File: config.mk
export PLATFORM = sky130hd
export DESIGN_NAME = fifo_victim_cache_unit
export DESIGN_NICKNAME = d
export VERILOG_FILES = /design/src/rtl/core/fvc_pkg.sv /design/src/rtl/core/fvc_front.sv /design/src/rtl/core/fvc_queue.sv /design/src/rtl/core/fvc_back.sv /design/src/rtl/core/fifo_victim_cache_unit.sv
export VERILOG_INCLUDE_DIRS = /design/src /design/src/rtl/core
export SDC_FILE = /design/constraint.sdc
export NUM_CORES = 2
export LEC_CHECK = 0
export BUFFER_PORTS_ARGS = -buffer_cell sky130_fd_sc_hd__buf_2
export CORE_ASPECT_RATIO = 1.1
export CORE_MARGIN = 3
export CORE_UTILIZATION = 32
export DETAILED_ROUTE_END_ITERATION = 12
export HOLD_SLACK_MARGIN = 0.05
export MAX_ROUTING_LAYER = met4
export SLEW_MARGIN = 40
export SYNTH_ARGS = -nofsm -noshare
export SYNTH_HDL_FRONTEND = slang
export SYNTH_SLANG_ARGS = --single-unit
File: constraint.sdc
create_clock -name clk -period 9.5 [get_ports clk]
set_clock_uncertainty 0.1 [all_clocks]
set_input_delay 0.475 -clock clk [delete_from_list [all_inputs] [get_ports clk]]
set_output_delay 0.475 -clock clk [all_outputs]
set_load 0.02 [all_outputs]
File: src/rtl/core/fifo_victim_cache_unit_macros.svh
// assertion helpers used by the back end rtl
`ifndef FIFO_VICTIM_CACHE_UNIT_MACROS_SVH
`define FIFO_VICTIM_CACHE_UNIT_MACROS_SVH

// same-cycle implication under reset
`define FVC_ASSERT_SAME(label, clk, rst_n, ante, cons, msg) \
  label: assert property (@(posedge clk) disable iff (!rst_n) (ante) |-> (cons)) \
    else $error(msg);

// next-cycle implication under reset
`define FVC_ASSERT_NEXT(label, clk, rst_n, ante, cons, msg) \
  label: assert property (@(posedge clk) disable iff (!rst_n) (ante) |=> (cons)) \
    else $error(msg);

`endif

File: src/rtl/core/fvc_pkg.sv
`default_nettype none
package fvc_pkg;

  localparam int ENTRIES_MAX   = 16;
  localparam int TAG_BITS      = 48;
  localparam int INDEX_BITS    = 16;
  localparam int SUBBLOCK_BITS = 6;

  localparam int AGE_BITS   = (ENTRIES_MAX > 1) ? $clog2(ENTRIES_MAX) : 1;
  localparam int CNT_BITS   = $clog2(ENTRIES_MAX + 1);
  localparam int USED_W     = 5;
  localparam int LOG2_W     = 4;
  localparam int BYTES_W    = 13;
  localparam int CFG_IDX_W  = 2;
  localparam int CFG_DATA_W = 5;

  localparam logic [LOG2_W-1:0] BLOCK_LOG2_LIMIT = LOG2_W'(12);

  localparam logic [USED_W-1:0] ENTRIES_USED_RST  = USED_W'(8);
  localparam logic [LOG2_W-1:0] BLOCK_LOG2_RST    = LOG2_W'(6);
  localparam logic [LOG2_W-1:0] SUBBLOCK_LOG2_RST = LOG2_W'(4);

  // register indexes
  localparam logic [CFG_IDX_W-1:0] CFG_ENTRIES_USED  = CFG_IDX_W'(0);
  localparam logic [CFG_IDX_W-1:0] CFG_BLOCK_LOG2    = CFG_IDX_W'(1);
  localparam logic [CFG_IDX_W-1:0] CFG_SUBBLOCK_LOG2 = CFG_IDX_W'(2);

  // request codes on the input
  localparam logic FUNC_SEARCH = 1'b0;
  localparam logic FUNC_INSERT = 1'b1;

  localparam int QUEUE_DEPTH = 2;
  localparam int QPTR_W      = (QUEUE_DEPTH > 1) ? $clog2(QUEUE_DEPTH) : 1;
  localparam int QCNT_W      = $clog2(QUEUE_DEPTH + 1);

  // classified operation
  typedef enum logic [1:0] {
    OP_LOOKUP,
    OP_INSERT,
    OP_MISS,
    OP_DIRECT
  } fvc_op_t;

  typedef enum logic [1:0] {
    ST_IDLE,
    ST_SEL,
    ST_UPD
  } fvc_state_t;

  typedef struct packed {
    fvc_op_t                  op;
    logic [TAG_BITS-1:0]      tag;
    logic [INDEX_BITS-1:0]    index;
    logic                     dirty;
    logic [SUBBLOCK_BITS-1:0] first_valid;
  } fvc_req_t;

  typedef struct packed {
    logic [CNT_BITS-1:0] used;
    logic [LOG2_W-1:0]   blk;
    logic [LOG2_W-1:0]   sub;
  } fvc_cfg_t;

  // write-back size: (2^(b-k) - first_valid) << k, zero when negative
  function automatic logic [BYTES_W-1:0] wb_byte_count(
    input logic [SUBBLOCK_BITS-1:0] fv,
    input logic [LOG2_W-1:0]        blk,
    input logic [LOG2_W-1:0]        sub
  );
    logic [LOG2_W-1:0]  b;
    logic [LOG2_W-1:0]  k;
    logic [BYTES_W-1:0] n;
    logic [BYTES_W-1:0] fv_w;
    logic [BYTES_W-1:0] res;
    b    = (blk > BLOCK_LOG2_LIMIT) ? BLOCK_LOG2_LIMIT : blk;
    k    = (sub > b) ? b : sub;
    n    = BYTES_W'(1) << (b - k);
    fv_w = BYTES_W'(fv);
    if (fv_w >= n) begin
      res = '0;
    end else begin
      res = (n - fv_w) << k;
    end
    return res;
  endfunction

endpackage
`default_nettype wire

File: src/rtl/core/fvc_front.sv
`default_nettype none
module fvc_front (
  input  wire logic                              in_valid,
  output logic                                   in_ready,
  input  wire logic                              in_func,
  input  wire logic [fvc_pkg::TAG_BITS-1:0]      in_tag_in,
  input  wire logic [fvc_pkg::INDEX_BITS-1:0]    in_set_index,
  input  wire logic                              in_dirty_in,
  input  wire logic [fvc_pkg::SUBBLOCK_BITS-1:0] in_first_valid_in,
  input  wire logic                              used_zero,
  output logic                                   push_valid,
  input  wire logic                              push_ready,
  output fvc_pkg::fvc_req_t                      push_req
);
  import fvc_pkg::*;

  fvc_op_t op;

  // a disabled cache never looks anything up
  always_comb begin
    if (in_func == FUNC_INSERT) begin
      op = used_zero ? OP_DIRECT : OP_INSERT;
    end else begin
      op = used_zero ? OP_MISS : OP_LOOKUP;
    end
  end

  assign push_req.op          = op;
  assign push_req.tag         = in_tag_in;
  assign push_req.index       = in_set_index;
  assign push_req.dirty       = in_dirty_in;
  assign push_req.first_valid = in_first_valid_in;

  assign push_valid = in_valid;
  assign in_ready   = push_ready;

endmodule
`default_nettype wire

File: src/rtl/core/fvc_queue.sv
`default_nettype none
module fvc_queue (
  input  wire logic         clk,
  input  wire logic         rst_n,
  input  wire logic         push_valid,
  output logic              push_ready,
  input  wire fvc_pkg::fvc_req_t push_req,
  output logic              pop_valid,
  input  wire logic         pop_ready,
  output fvc_pkg::fvc_req_t pop_req
);
  import fvc_pkg::*;

  fvc_req_t          slot_r [QUEUE_DEPTH];
  logic [QPTR_W-1:0] wr_ptr_r;
  logic [QPTR_W-1:0] wr_ptr_nxt;
  logic [QPTR_W-1:0] rd_ptr_r;
  logic [QPTR_W-1:0] rd_ptr_nxt;
  logic [QCNT_W-1:0] cnt_r;
  logic [QCNT_W-1:0] cnt_nxt;
  logic              push;
  logic              pop;

  assign push_ready = (cnt_r != QCNT_W'(QUEUE_DEPTH));
  assign pop_valid  = (cnt_r != '0);
  assign pop_req    = slot_r[rd_ptr_r];
  assign push       = push_valid && push_ready;
  assign pop        = pop_valid && pop_ready;

  always_comb begin
    wr_ptr_nxt = wr_ptr_r;
    rd_ptr_nxt = rd_ptr_r;
    if (push) begin
      wr_ptr_nxt = (wr_ptr_r == QPTR_W'(QUEUE_DEPTH - 1)) ? '0 : wr_ptr_r + QPTR_W'(1);
    end
    if (pop) begin
      rd_ptr_nxt = (rd_ptr_r == QPTR_W'(QUEUE_DEPTH - 1)) ? '0 : rd_ptr_r + QPTR_W'(1);
    end
    cnt_nxt = cnt_r + QCNT_W'(push) - QCNT_W'(pop);
  end

  always_ff @(posedge clk) begin
    if (!rst_n) begin
      wr_ptr_r <= '0;
      rd_ptr_r <= '0;
      cnt_r    <= '0;
    end else begin
      wr_ptr_r <= wr_ptr_nxt;
      rd_ptr_r <= rd_ptr_nxt;
      cnt_r    <= cnt_nxt;
    end
  end

  always_ff @(posedge clk) begin
    if (push) begin
      slot_r[wr_ptr_r] <= push_req;
    end
  end

endmodule
`default_nettype wire

File: src/rtl/core/fvc_back.sv
`default_nettype none
`include "fifo_victim_cache_unit_macros.svh"
module fvc_back (
  input  wire logic                              clk,
  input  wire logic                              rst_n,
  input  wire fvc_pkg::fvc_cfg_t                 cfg,
  input  wire logic                              pop_valid,
  output logic                                   pop_ready,
  input  wire fvc_pkg::fvc_req_t                 pop_req,
  output logic                                   out_valid,
  input  wire logic                              out_ready,
  output logic                                   out_hit,
  output logic                                   out_hit_dirty,
  output logic [fvc_pkg::SUBBLOCK_BITS-1:0]      out_hit_first_valid,
  output logic                                   out_wrote_back,
  output logic [fvc_pkg::TAG_BITS-1:0]           out_wb_tag,
  output logic [fvc_pkg::INDEX_BITS-1:0]         out_wb_index,
  output logic [fvc_pkg::BYTES_W-1:0]            out_wb_bytes
);
  import fvc_pkg::*;

  // entry store
  logic [ENTRIES_MAX-1:0]   valid_r;
  logic [ENTRIES_MAX-1:0]   valid_nxt;
  logic [AGE_BITS-1:0]      age_r [ENTRIES_MAX];
  logic [AGE_BITS-1:0]      age_nxt [ENTRIES_MAX];
  logic [TAG_BITS-1:0]      tag_r [ENTRIES_MAX];
  logic [INDEX_BITS-1:0]    index_r [ENTRIES_MAX];
  logic                     dirty_r [ENTRIES_MAX];
  logic [SUBBLOCK_BITS-1:0] fv_r [ENTRIES_MAX];

  // sequencer
  fvc_state_t state_r;
  fvc_state_t state_nxt;
  fvc_req_t   item_r;
  logic       load_item;
  logic       upd_fire;
  logic       out_free;

  // select stage
  logic [ENTRIES_MAX-1:0] match;
  logic [ENTRIES_MAX-1:0] newest_oh;
  logic [ENTRIES_MAX-1:0] oldest_oh;
  logic [ENTRIES_MAX-1:0] free_oh;
  logic [CNT_BITS-1:0]    count;
  logic                   full;
  logic [ENTRIES_MAX-1:0] sel_oh_nxt;
  logic [AGE_BITS-1:0]    sel_age_nxt;
  logic [ENTRIES_MAX-1:0] sel_oh_r;
  logic [AGE_BITS-1:0]    sel_age_r;
  logic                   found_r;
  logic                   evict_r;

  // update stage
  logic [TAG_BITS-1:0]      rd_tag;
  logic [INDEX_BITS-1:0]    rd_index;
  logic                     rd_dirty;
  logic [SUBBLOCK_BITS-1:0] rd_fv;
  logic [SUBBLOCK_BITS-1:0] bytes_fv;

  logic                     out_valid_r;
  logic                     out_valid_nxt;
  logic                     hit_nxt;
  logic                     hit_dirty_nxt;
  logic [SUBBLOCK_BITS-1:0] hit_fv_nxt;
  logic                     wb_nxt;
  logic [TAG_BITS-1:0]      wb_tag_nxt;
  logic [INDEX_BITS-1:0]    wb_index_nxt;
  logic [BYTES_W-1:0]       wb_bytes_nxt;
  logic                     hit_r;
  logic                     hit_dirty_r;
  logic [SUBBLOCK_BITS-1:0] hit_fv_r;
  logic                     wb_r;
  logic [TAG_BITS-1:0]      wb_tag_r;
  logic [INDEX_BITS-1:0]    wb_index_r;
  logic [BYTES_W-1:0]       wb_bytes_r;

  assign out_free = !out_valid_r || out_ready;

  // next state
  always_comb begin
    state_nxt = state_r;
    unique case (state_r)
      ST_IDLE: if (pop_valid) state_nxt = ST_SEL;
      ST_SEL:  state_nxt = ST_UPD;
      ST_UPD: begin
        if (out_free) state_nxt = pop_valid ? ST_SEL : ST_IDLE;
      end
      default: state_nxt = ST_IDLE;
    endcase
  end

  // sequencer outputs
  always_comb begin
    upd_fire  = 1'b0;
    pop_ready = 1'b0;
    unique case (state_r)
      ST_IDLE: pop_ready = 1'b1;
      ST_SEL:  pop_ready = 1'b0;
      ST_UPD: begin
        upd_fire  = out_free;
        pop_ready = out_free;
      end
      default: pop_ready = 1'b0;
    endcase
  end

  assign load_item = pop_valid && pop_ready;

  always_ff @(posedge clk) begin
    if (!rst_n) begin
      state_r <= ST_IDLE;
    end else begin
      state_r <= state_nxt;
    end
  end

  always_ff @(posedge clk) begin
    if (load_item) begin
      item_r <= pop_req;
    end
  end

  // parallel tag compare, newest match, oldest and first free entry
  always_comb begin
    for (int i = 0; i < ENTRIES_MAX; i++) begin
      match[i] = valid_r[i] && (tag_r[i] == item_r.tag) && (index_r[i] == item_r.index);
    end
  end

  always_comb begin
    for (int i = 0; i < ENTRIES_MAX; i++) begin
      newest_oh[i] = match[i];
      for (int j = 0; j < ENTRIES_MAX; j++) begin
        if (match[j] && (age_r[j] < age_r[i])) newest_oh[i] = 1'b0;
      end
    end
  end

  assign count   = CNT_BITS'($countones(valid_r));
  assign full    = (count >= cfg.used);
  assign free_oh = ~valid_r & (valid_r + ENTRIES_MAX'(1));

  always_comb begin
    for (int i = 0; i < ENTRIES_MAX; i++) begin
      oldest_oh[i] = valid_r[i] && (age_r[i] == AGE_BITS'(count - CNT_BITS'(1)));
    end
  end

  always_comb begin
    if (item_r.op == OP_LOOKUP) begin
      sel_oh_nxt = newest_oh;
    end else begin
      sel_oh_nxt = full ? oldest_oh : free_oh;
    end
    sel_age_nxt = '0;
    for (int i = 0; i < ENTRIES_MAX; i++) begin
      if (sel_oh_nxt[i]) sel_age_nxt = sel_age_nxt | age_r[i];
    end
  end

  always_ff @(posedge clk) begin
    if (state_r == ST_SEL) begin
      sel_oh_r  <= (item_r.op == OP_LOOKUP || item_r.op == OP_INSERT) ? sel_oh_nxt : '0;
      sel_age_r <= sel_age_nxt;
      found_r   <= (item_r.op == OP_LOOKUP) && (|newest_oh);
      evict_r   <= (item_r.op == OP_INSERT) && full;
    end
  end

  // read of the selected entry
  always_comb begin
    rd_tag   = '0;
    rd_index = '0;
    rd_dirty = 1'b0;
    rd_fv    = '0;
    for (int i = 0; i < ENTRIES_MAX; i++) begin
      if (sel_oh_r[i]) begin
        rd_tag   = rd_tag | tag_r[i];
        rd_index = rd_index | index_r[i];
        rd_dirty = rd_dirty | dirty_r[i];
        rd_fv    = rd_fv | fv_r[i];
      end
    end
  end

  assign bytes_fv = (item_r.op == OP_DIRECT) ? item_r.first_valid : rd_fv;

  // result of the item
  always_comb begin
    hit_nxt       = 1'b0;
    hit_dirty_nxt = 1'b0;
    hit_fv_nxt    = '0;
    wb_nxt        = 1'b0;
    wb_tag_nxt    = '0;
    wb_index_nxt  = '0;
    wb_bytes_nxt  = '0;
    unique case (item_r.op)
      OP_LOOKUP: begin
        if (found_r) begin
          hit_nxt       = 1'b1;
          hit_dirty_nxt = rd_dirty;
          hit_fv_nxt    = rd_fv;
        end
      end
      OP_INSERT: begin
        if (evict_r && rd_dirty) begin
          wb_nxt       = 1'b1;
          wb_tag_nxt   = rd_tag;
          wb_index_nxt = rd_index;
          wb_bytes_nxt = wb_byte_count(bytes_fv, cfg.blk, cfg.sub);
        end
      end
      OP_DIRECT: begin
        if (item_r.dirty) begin
          wb_nxt       = 1'b1;
          wb_tag_nxt   = item_r.tag;
          wb_index_nxt = item_r.index;
          wb_bytes_nxt = wb_byte_count(bytes_fv, cfg.blk, cfg.sub);
        end
      end
      OP_MISS: hit_nxt = 1'b0;
      default: hit_nxt = 1'b0;
    endcase
  end

  // entry valid and age update
  always_comb begin
    valid_nxt = valid_r;
    for (int i = 0; i < ENTRIES_MAX; i++) begin
      age_nxt[i] = age_r[i];
    end
    if (upd_fire && item_r.op == OP_LOOKUP && found_r) begin
      for (int i = 0; i < ENTRIES_MAX; i++) begin
        if (sel_oh_r[i]) begin
          valid_nxt[i] = 1'b0;
          age_nxt[i]   = '0;
        end else if (valid_r[i] && (age_r[i] > sel_age_r)) begin
          age_nxt[i] = age_r[i] - AGE_BITS'(1);
        end
      end
    end else if (upd_fire && item_r.op == OP_INSERT) begin
      for (int i = 0; i < ENTRIES_MAX; i++) begin
        if (sel_oh_r[i]) begin
          valid_nxt[i] = 1'b1;
          age_nxt[i]   = '0;
        end else if (valid_r[i]) begin
          age_nxt[i] = age_r[i] + AGE_BITS'(1);
        end
      end
    end
  end

  always_ff @(posedge clk) begin
    if (!rst_n) begin
      valid_r <= '0;
      for (int i = 0; i < ENTRIES_MAX; i++) begin
        age_r[i] <= '0;
      end
    end else begin
      valid_r <= valid_nxt;
      for (int i = 0; i < ENTRIES_MAX; i++) begin
        age_r[i] <= age_nxt[i];
      end
    end
  end

  always_ff @(posedge clk) begin
    for (int i = 0; i < ENTRIES_MAX; i++) begin
      if (upd_fire && item_r.op == OP_INSERT && sel_oh_r[i]) begin
        tag_r[i]   <= item_r.tag;
        index_r[i] <= item_r.index;
        dirty_r[i] <= item_r.dirty;
        fv_r[i]    <= item_r.first_valid;
      end
    end
  end

  // output register
  assign out_valid_nxt = upd_fire || (out_valid_r && !out_ready);

  always_ff @(posedge clk) begin
    if (!rst_n) begin
      out_valid_r <= 1'b0;
    end else begin
      out_valid_r <= out_valid_nxt;
    end
  end

  always_ff @(posedge clk) begin
    if (upd_fire) begin
      hit_r       <= hit_nxt;
      hit_dirty_r <= hit_dirty_nxt;
      hit_fv_r    <= hit_fv_nxt;
      wb_r        <= wb_nxt;
      wb_tag_r    <= wb_tag_nxt;
      wb_index_r  <= wb_index_nxt;
      wb_bytes_r  <= wb_bytes_nxt;
    end
  end

  assign out_valid           = out_valid_r;
  assign out_hit             = hit_r;
  assign out_hit_dirty       = hit_dirty_r;
  assign out_hit_first_valid = hit_fv_r;
  assign out_wrote_back      = wb_r;
  assign out_wb_tag          = wb_tag_r;
  assign out_wb_index        = wb_index_r;
  assign out_wb_bytes        = wb_bytes_r;

  `FVC_ASSERT_SAME(a_insert_one_slot, clk, rst_n, (state_r == ST_UPD) && (item_r.op == OP_INSERT), $onehot(sel_oh_r), "insert without exactly one target entry")
  `FVC_ASSERT_SAME(a_lookup_one_hit, clk, rst_n, (state_r == ST_UPD) && (item_r.op == OP_LOOKUP), $onehot0(sel_oh_r) && (found_r == (|sel_oh_r)), "lookup selected more than one entry")
  `FVC_ASSERT_NEXT(a_upd_loads_out, clk, rst_n, upd_fire, out_valid_r, "finished item not presented")

endmodule
`default_nettype wire

File: src/rtl/core/fifo_victim_cache_unit.sv
`default_nettype none
// fully associative victim cache of up to 16 entries with fifo replacement.
// a search item (func 0) looks up tag and set index, returns the dirty mark and
// first valid sub-block of the newest match and frees that entry; an insert item
// (func 1) stores the block as the newest entry, evicting the oldest one when the
// entries in use are full and reporting a write-back when it was dirty. every
// item gives exactly one result item (with no entries in use, a search misses and
// an insert reports only its own write-back if dirty). the front end classifies
// items into a two-deep queue, so the input keeps taking items while the back end
// works and the queue has room; the back end runs each item through parallel
// compare and select, then entry update and result load, taking the next item as
// it finishes one. the result sits in an output register; a stall holds the back
// end in its update step. no clearing pass after reset: entries come up invalid at once.
module fifo_victim_cache_unit (
  input  wire logic                              clk,
  input  wire logic                              rst_n,
  // configuration writes
  input  wire logic                              cfg_valid,
  output logic                                   cfg_ready,
  input  wire logic [fvc_pkg::CFG_IDX_W-1:0]     cfg_index,
  input  wire logic [fvc_pkg::CFG_DATA_W-1:0]    cfg_data,
  // request items
  input  wire logic                              in_valid,
  output logic                                   in_ready,
  input  wire logic                              in_func,
  input  wire logic [fvc_pkg::TAG_BITS-1:0]      in_tag_in,
  input  wire logic [fvc_pkg::INDEX_BITS-1:0]    in_set_index,
  input  wire logic                              in_dirty_in,
  input  wire logic [fvc_pkg::SUBBLOCK_BITS-1:0] in_first_valid_in,
  // result items
  output logic                                   out_valid,
  input  wire logic                              out_ready,
  output logic                                   out_hit,
  output logic                                   out_hit_dirty,
  output logic [fvc_pkg::SUBBLOCK_BITS-1:0]      out_hit_first_valid,
  output logic                                   out_wrote_back,
  output logic [fvc_pkg::TAG_BITS-1:0]           out_wb_tag,
  output logic [fvc_pkg::INDEX_BITS-1:0]         out_wb_index,
  output logic [fvc_pkg::BYTES_W-1:0]            out_wb_bytes
);
  import fvc_pkg::*;

  // configuration registers
  logic [USED_W-1:0] entries_used_r;
  logic [LOG2_W-1:0] block_log2_r;
  logic [LOG2_W-1:0] subblock_log2_r;
  logic              cfg_write;
  fvc_cfg_t          cfg_eff;
  logic              used_zero;

  // front to queue, queue to back
  logic     push_valid;
  logic     push_ready;
  fvc_req_t push_req;
  logic     pop_valid;
  logic     pop_ready;
  fvc_req_t pop_req;

  // the user must send writes only while the block is idle; the block does not enforce this and is always ready
  assign cfg_ready = 1'b1;
  assign cfg_write = cfg_valid && cfg_ready;

  always_ff @(posedge clk) begin
    if (!rst_n) begin
      entries_used_r  <= ENTRIES_USED_RST;
      block_log2_r    <= BLOCK_LOG2_RST;
      subblock_log2_r <= SUBBLOCK_LOG2_RST;
    end else if (cfg_write) begin
      unique case (cfg_index)
        CFG_ENTRIES_USED:  entries_used_r  <= USED_W'(cfg_data);
        CFG_BLOCK_LOG2:    block_log2_r    <= LOG2_W'(cfg_data);
        CFG_SUBBLOCK_LOG2: subblock_log2_r <= LOG2_W'(cfg_data);
        default:           entries_used_r  <= entries_used_r;  // unmapped index
      endcase
    end
  end

  // entries in use above the store size act as the store size
  always_comb begin
    if (int'(entries_used_r) > ENTRIES_MAX) begin
      cfg_eff.used = CNT_BITS'(ENTRIES_MAX);
    end else begin
      cfg_eff.used = CNT_BITS'(entries_used_r);
    end
    cfg_eff.blk = block_log2_r;
    cfg_eff.sub = subblock_log2_r;
  end

  assign used_zero = (entries_used_r == '0);

  fvc_front u_front (
    .in_valid          (in_valid),
    .in_ready          (in_ready),
    .in_func           (in_func),
    .in_tag_in         (in_tag_in),
    .in_set_index      (in_set_index),
    .in_dirty_in       (in_dirty_in),
    .in_first_valid_in (in_first_valid_in),
    .used_zero         (used_zero),
    .push_valid        (push_valid),
    .push_ready        (push_ready),
    .push_req          (push_req)
  );

  fvc_queue u_queue (
    .clk        (clk),
    .rst_n      (rst_n),
    .push_valid (push_valid),
    .push_ready (push_ready),
    .push_req   (push_req),
    .pop_valid  (pop_valid),
    .pop_ready  (pop_ready),
    .pop_req    (pop_req)
  );

  fvc_back u_back (
    .clk                 (clk),
    .rst_n               (rst_n),
    .cfg                 (cfg_eff),
    .pop_valid           (pop_valid),
    .pop_ready           (pop_ready),
    .pop_req             (pop_req),
    .out_valid           (out_valid),
    .out_ready           (out_ready),
    .out_hit             (out_hit),
    .out_hit_dirty       (out_hit_dirty),
    .out_hit_first_valid (out_hit_first_valid),
    .out_wrote_back      (out_wrote_back),
    .out_wb_tag          (out_wb_tag),
    .out_wb_index        (out_wb_index),
    .out_wb_bytes        (out_wb_bytes)
  );

endmodule
`default_nettype wire
==> summary.txt <==
Synth
  – Cell Area, Synth: 86,700 um^2
  – Top cell type's share of synthesized area: 50.7%
  – Mapped Cells: ~7.1k
  – Adder-cell share of the synthesized area: a little under a tenth
  – XOR/XNOR Fraction of Synth Area: 8.68%
  – Post-synthesis mux area share: between 1 and 1.5%
  – Top cells by area, synth: edfxtp_1 51%, ha_1 8.8%, xnor2_1 7.6%
  – Post-synth EDFFs: ~1.5k
  – Area leader, netlist: edfxtp_1
  – Seq/Total Area, Yosys: a little over half
  – Largest family of logic cells by synthesized area: compound AO/OA/AOI/OAI gates
  – Syn Area/Cell: roughly 12 um^2
  – Post-synth top flop: edfxtp_1
  – Ys async rst share: 0%
  – Post-synth cell types: 97
  – Post-synthesis simple-gate area fraction: a little under an eighth
  – Synth Area in Compound Gates: between 10% and 20%
  – FF+latch count, synth: roughly 1.6k
  – Ys Warns: 0
  – Synth Net Count: 7,822

Timing
  – Fin crit share: around 80%
  – Max Slew Vio Count: 0
  – Worst Tran Pin Value: around 1.1 ns
  – Headroom to the max-slew limit: 23.4%
  – F_max: roughly 130 MHz
  – Fin Setup TNS: 0 ns
  – Setup-failing EPs final: 0
  – Min Clock Period, post-route: 7.59 ns
  – Fin. Hold Viols: 0
  – RSZ-0062 raised after global routing: false

GRT
  – First-pass GRT wire length: ~700,000 um
  – Grt ovf: 0
  – Gr usage total: 40.4%
  – Largest net degree at the start of global routing: 70
  – Vias in the first global route: 68.8k
  – Initial antenna violation count: approximately 50

Clock tree
  – Clock slew at reported path FFs: approximately 0.06 ns
  – Inserted Clock Buffers: 188
  – CTS root buf: clkbuf_16
  – Clock Latency Late Sink: ~0.94 ns
  – Post-CTS sizing: 0
  – CTS tree: yes
  – Clock sink total: between 1.5k and 2k
  – CTS max path bufs: 4
  – H-tree lvl count: 4

Final layout
  – # fillers: ~26k
  – Share of cells above drive strength 1: 13.9%
  – Final nets: between 8k and 9k
  – Finished layout cell area: ~100,000 um^2
  – P&R area growth vs syn: 16.8%

Routing
  – Antenna Nets Post-Route: 0
  – Routed length per instance: 49.1 um
  – Routed WL: approximately 550,000 um
  – Drt drc: 0
  – Via count: about 73k
  – Initial drt markers: approximately 12k
  – Via-to-Cell Ratio: around 6.5
  – DR pass1 iterations: 10

Critical path
  – Reg2reg end: u_back.out_wb_bytes[10]
  – Worst Path Arrival: around 8.1 ns
  – CP Max Fanout: 20
  – R2R Path Start: block_log2_r[3]
  – CP Capture Type: flip-flop
  – Flop2flop setup slack: about 1.9 ns
  – CP Launch Type: flip-flop
  – Crit path capture: u_back.out_wb_bytes[10]
  – Crit-path max cell delay: 0.67 ns
  – Worst Reg-to-Reg Cells: 27
  – Worst setup startpoint: block_log2_r[3]
  – CP required: ~10 ns
  – Crit path max-delay cell type: o21a_1
  – Crit Path Class: reg -> reg

Pwr
  – Seq pwr share: a little over a third
  – Sw Share: approximately 42%
  – Peak supply drop: between 0.15 and 0.2 mV
  – Cell Int Power: 15.2 mW
  – Power Dens Cells: 260 nW/um^2
  – LEAKAGE: about 34 nW
  – Switch Pwr: between 10 and 15 mW
  – Combinational power share: around 38%
  – Clock power frac: around 27%

Placed design
  – Placer Congestion: between 1 and 1.5
  – Cell Area, Placed: between 90,000 and 100,000 um^2
  – Detailed Place HPWL: around 410,000 um
  – # port buffers: between 150 and 200

Flow run
  – Max-Cap Viols: 0

Min path
  – Hold Crit Start: in_tag_in[0]
  – Hold Crit Class: in -> reg
  – Hold path depth: 2

Floorplanning
  – Starting Density: roughly a third
  – Die area: 277,000 um^2
  – Core Rows: about 200
  – DIE WIDTH: between 500 and 600 um
  – Ports: 173
  – Placeable Area: 268,000 um^2
  – Die Height: between 500 and 600 um

Outcome
  – Outcome: completed
metal layers:
metal	routed length (um)	share of wire [%]	up-vias	track usage, %
li1	-	-	28600	-
met1	197000	36	37100	45.5
met2	241000	43	5516	59.7
met3	51300	9.2	1723	9.85
met4	65700	12	0	36.0
met5	0	0	-	-
per-stage QoR:
| stage | utilization, % | total power, mW | setup WS, ns | std cells | hold slack (ns) |
|---|---|---|---|---|---|
| after floorplan | - | 13.4 | 1.68 | 7114 | 0.344 |
| after global placement | 34.7 | 18.6 | 1.49 | 10800 | 0.365 |
| after detailed placement | 35.1 | 18.7 | 1.88 | 10800 | 0.375 |
| after CTS | 37.6 | 25.8 | 1.81 | 11200 | 0.130 |
| after global routing | 37.7 | 26.5 | 1.16 | 11300 | 0.149 |
| final | 37.7 | 26.4 | 1.91 | 11300 | 0.148 |
flip-flops by register name (all words and copies together) (netlist names), 2 cells and up:
signal	cells
u_back.valid_r	16
u_back.age_r	64
u_queue.slot_r	146
subblock_log2_r	4
u_back.out_hit_first_valid	6
u_back.sel_age_r	4
entries_used_r	5
u_back.out_wb_bytes	13
u_back.fv_r	96
u_back.state_r	2
u_back.item_r	73
u_queue.cnt_r	2
u_back.index_r	256
u_back.out_wb_index	16
u_back.tag_r	768
u_back.sel_oh_r	16
u_back.out_wb_tag	48
block_log2_r	4
u_back.dirty_r	16
Yosys cell counts (all sizes together) (100+ instances only):
library cell / number
nand4: 311
edfxtp: 1463
ha: 611
a22oi: 437
a22o: 104
nand2b: 345
nor2: 261
xor2: 100
xnor2: 758
dfxtp: 100
clkbuf: 155
o21ai: 189
nor2b: 170
buf: 190
nor4: 115
inv: 227
nand2: 249
nand3: 142
a21oi: 234
cell usage in the layout, fill, tap and decap left out, types with 104 or more instances in the layout:
cell	instances
xnor2_1	706
o21ai_0	181
ha_1	610
nor2_1	246
nand2_1	248
nand3_1	139
nor2b_1	169
a22o_1	104
a22oi_1	435
nand2b_1	345
buf_2	173
edfxtp_1	1463
inv_1	209
clkbuf_16	189
nand4_1	309
buf_4	338
a21oi_1	232
cell type report:
type / instances / area, um^2 / area share (%)
inverter: 232 / 876 / 0.865
sequential: 1563 / 46000 / 45.4
multi-input combinational: 4974 / 39200 / 38.7
timing repair buffer: 634 / 4830 / 4.77
clock inverter: 102 / 947 / 0.936
tap: 3517 / 4400 / 4.35
antenna: 50 / 125 / 0.124
clock buffer: 229 / 4880 / 4.82
worst min path at each step:
stage	slack, ns	to
floorplan	0.34	block_log2_r[1]
global placement	0.37	block_log2_r[1]
detailed placement	0.38	block_log2_r[1]
CTS	0.13	u_queue.slot_r[0][32]
global route	0.15	u_queue.slot_r[1][29]
finish	0.15	u_queue.slot_r[1][23]
timing repair:
item                      4_1_cts  5_1_grt
hold buffers                   91        0
hold endpoints to repair      170        0
buffers inserted                0        0
logic make-up (layout without fill, tap and decap cells):
family / after synthesis / in the layout
and+or+nand+nor: 1792 / 1792
adders and majority gates: 624 / 624
other: 1 / 51
xor gates and xnor gates: 858 / 858
muxes: 109 / 109
buffers and inverters: 577 / 1197
AOI/OAI and AO/OA: 1590 / 1590
DFF: 1563 / 1563
worst max-delay path, delay by kind of cell (launching register included):
family                   cells  cell delay, ns
AO/OA/AOI/OAI                8            2.34
adder cells (fa/ha/maj)      5            1.87
buffers and inverters        3            0.59
flip-flops                   1            0.43
multiplexers                 2            0.28
AND/OR/NAND/NOR              9            1.65
power groups by stage:
stage	registers [mW]	logic (mW)	clock network (mW)
after floorplan	9.36	4.09	0
after global placement	9.33	9.27	0
after detailed placement	9.33	9.33	0
after CTS	9.19	9.40	7.24
after global routing	9.23	9.76	7.51
final	9.22	9.94	7.21
Power figures use the tool's default switching activity.
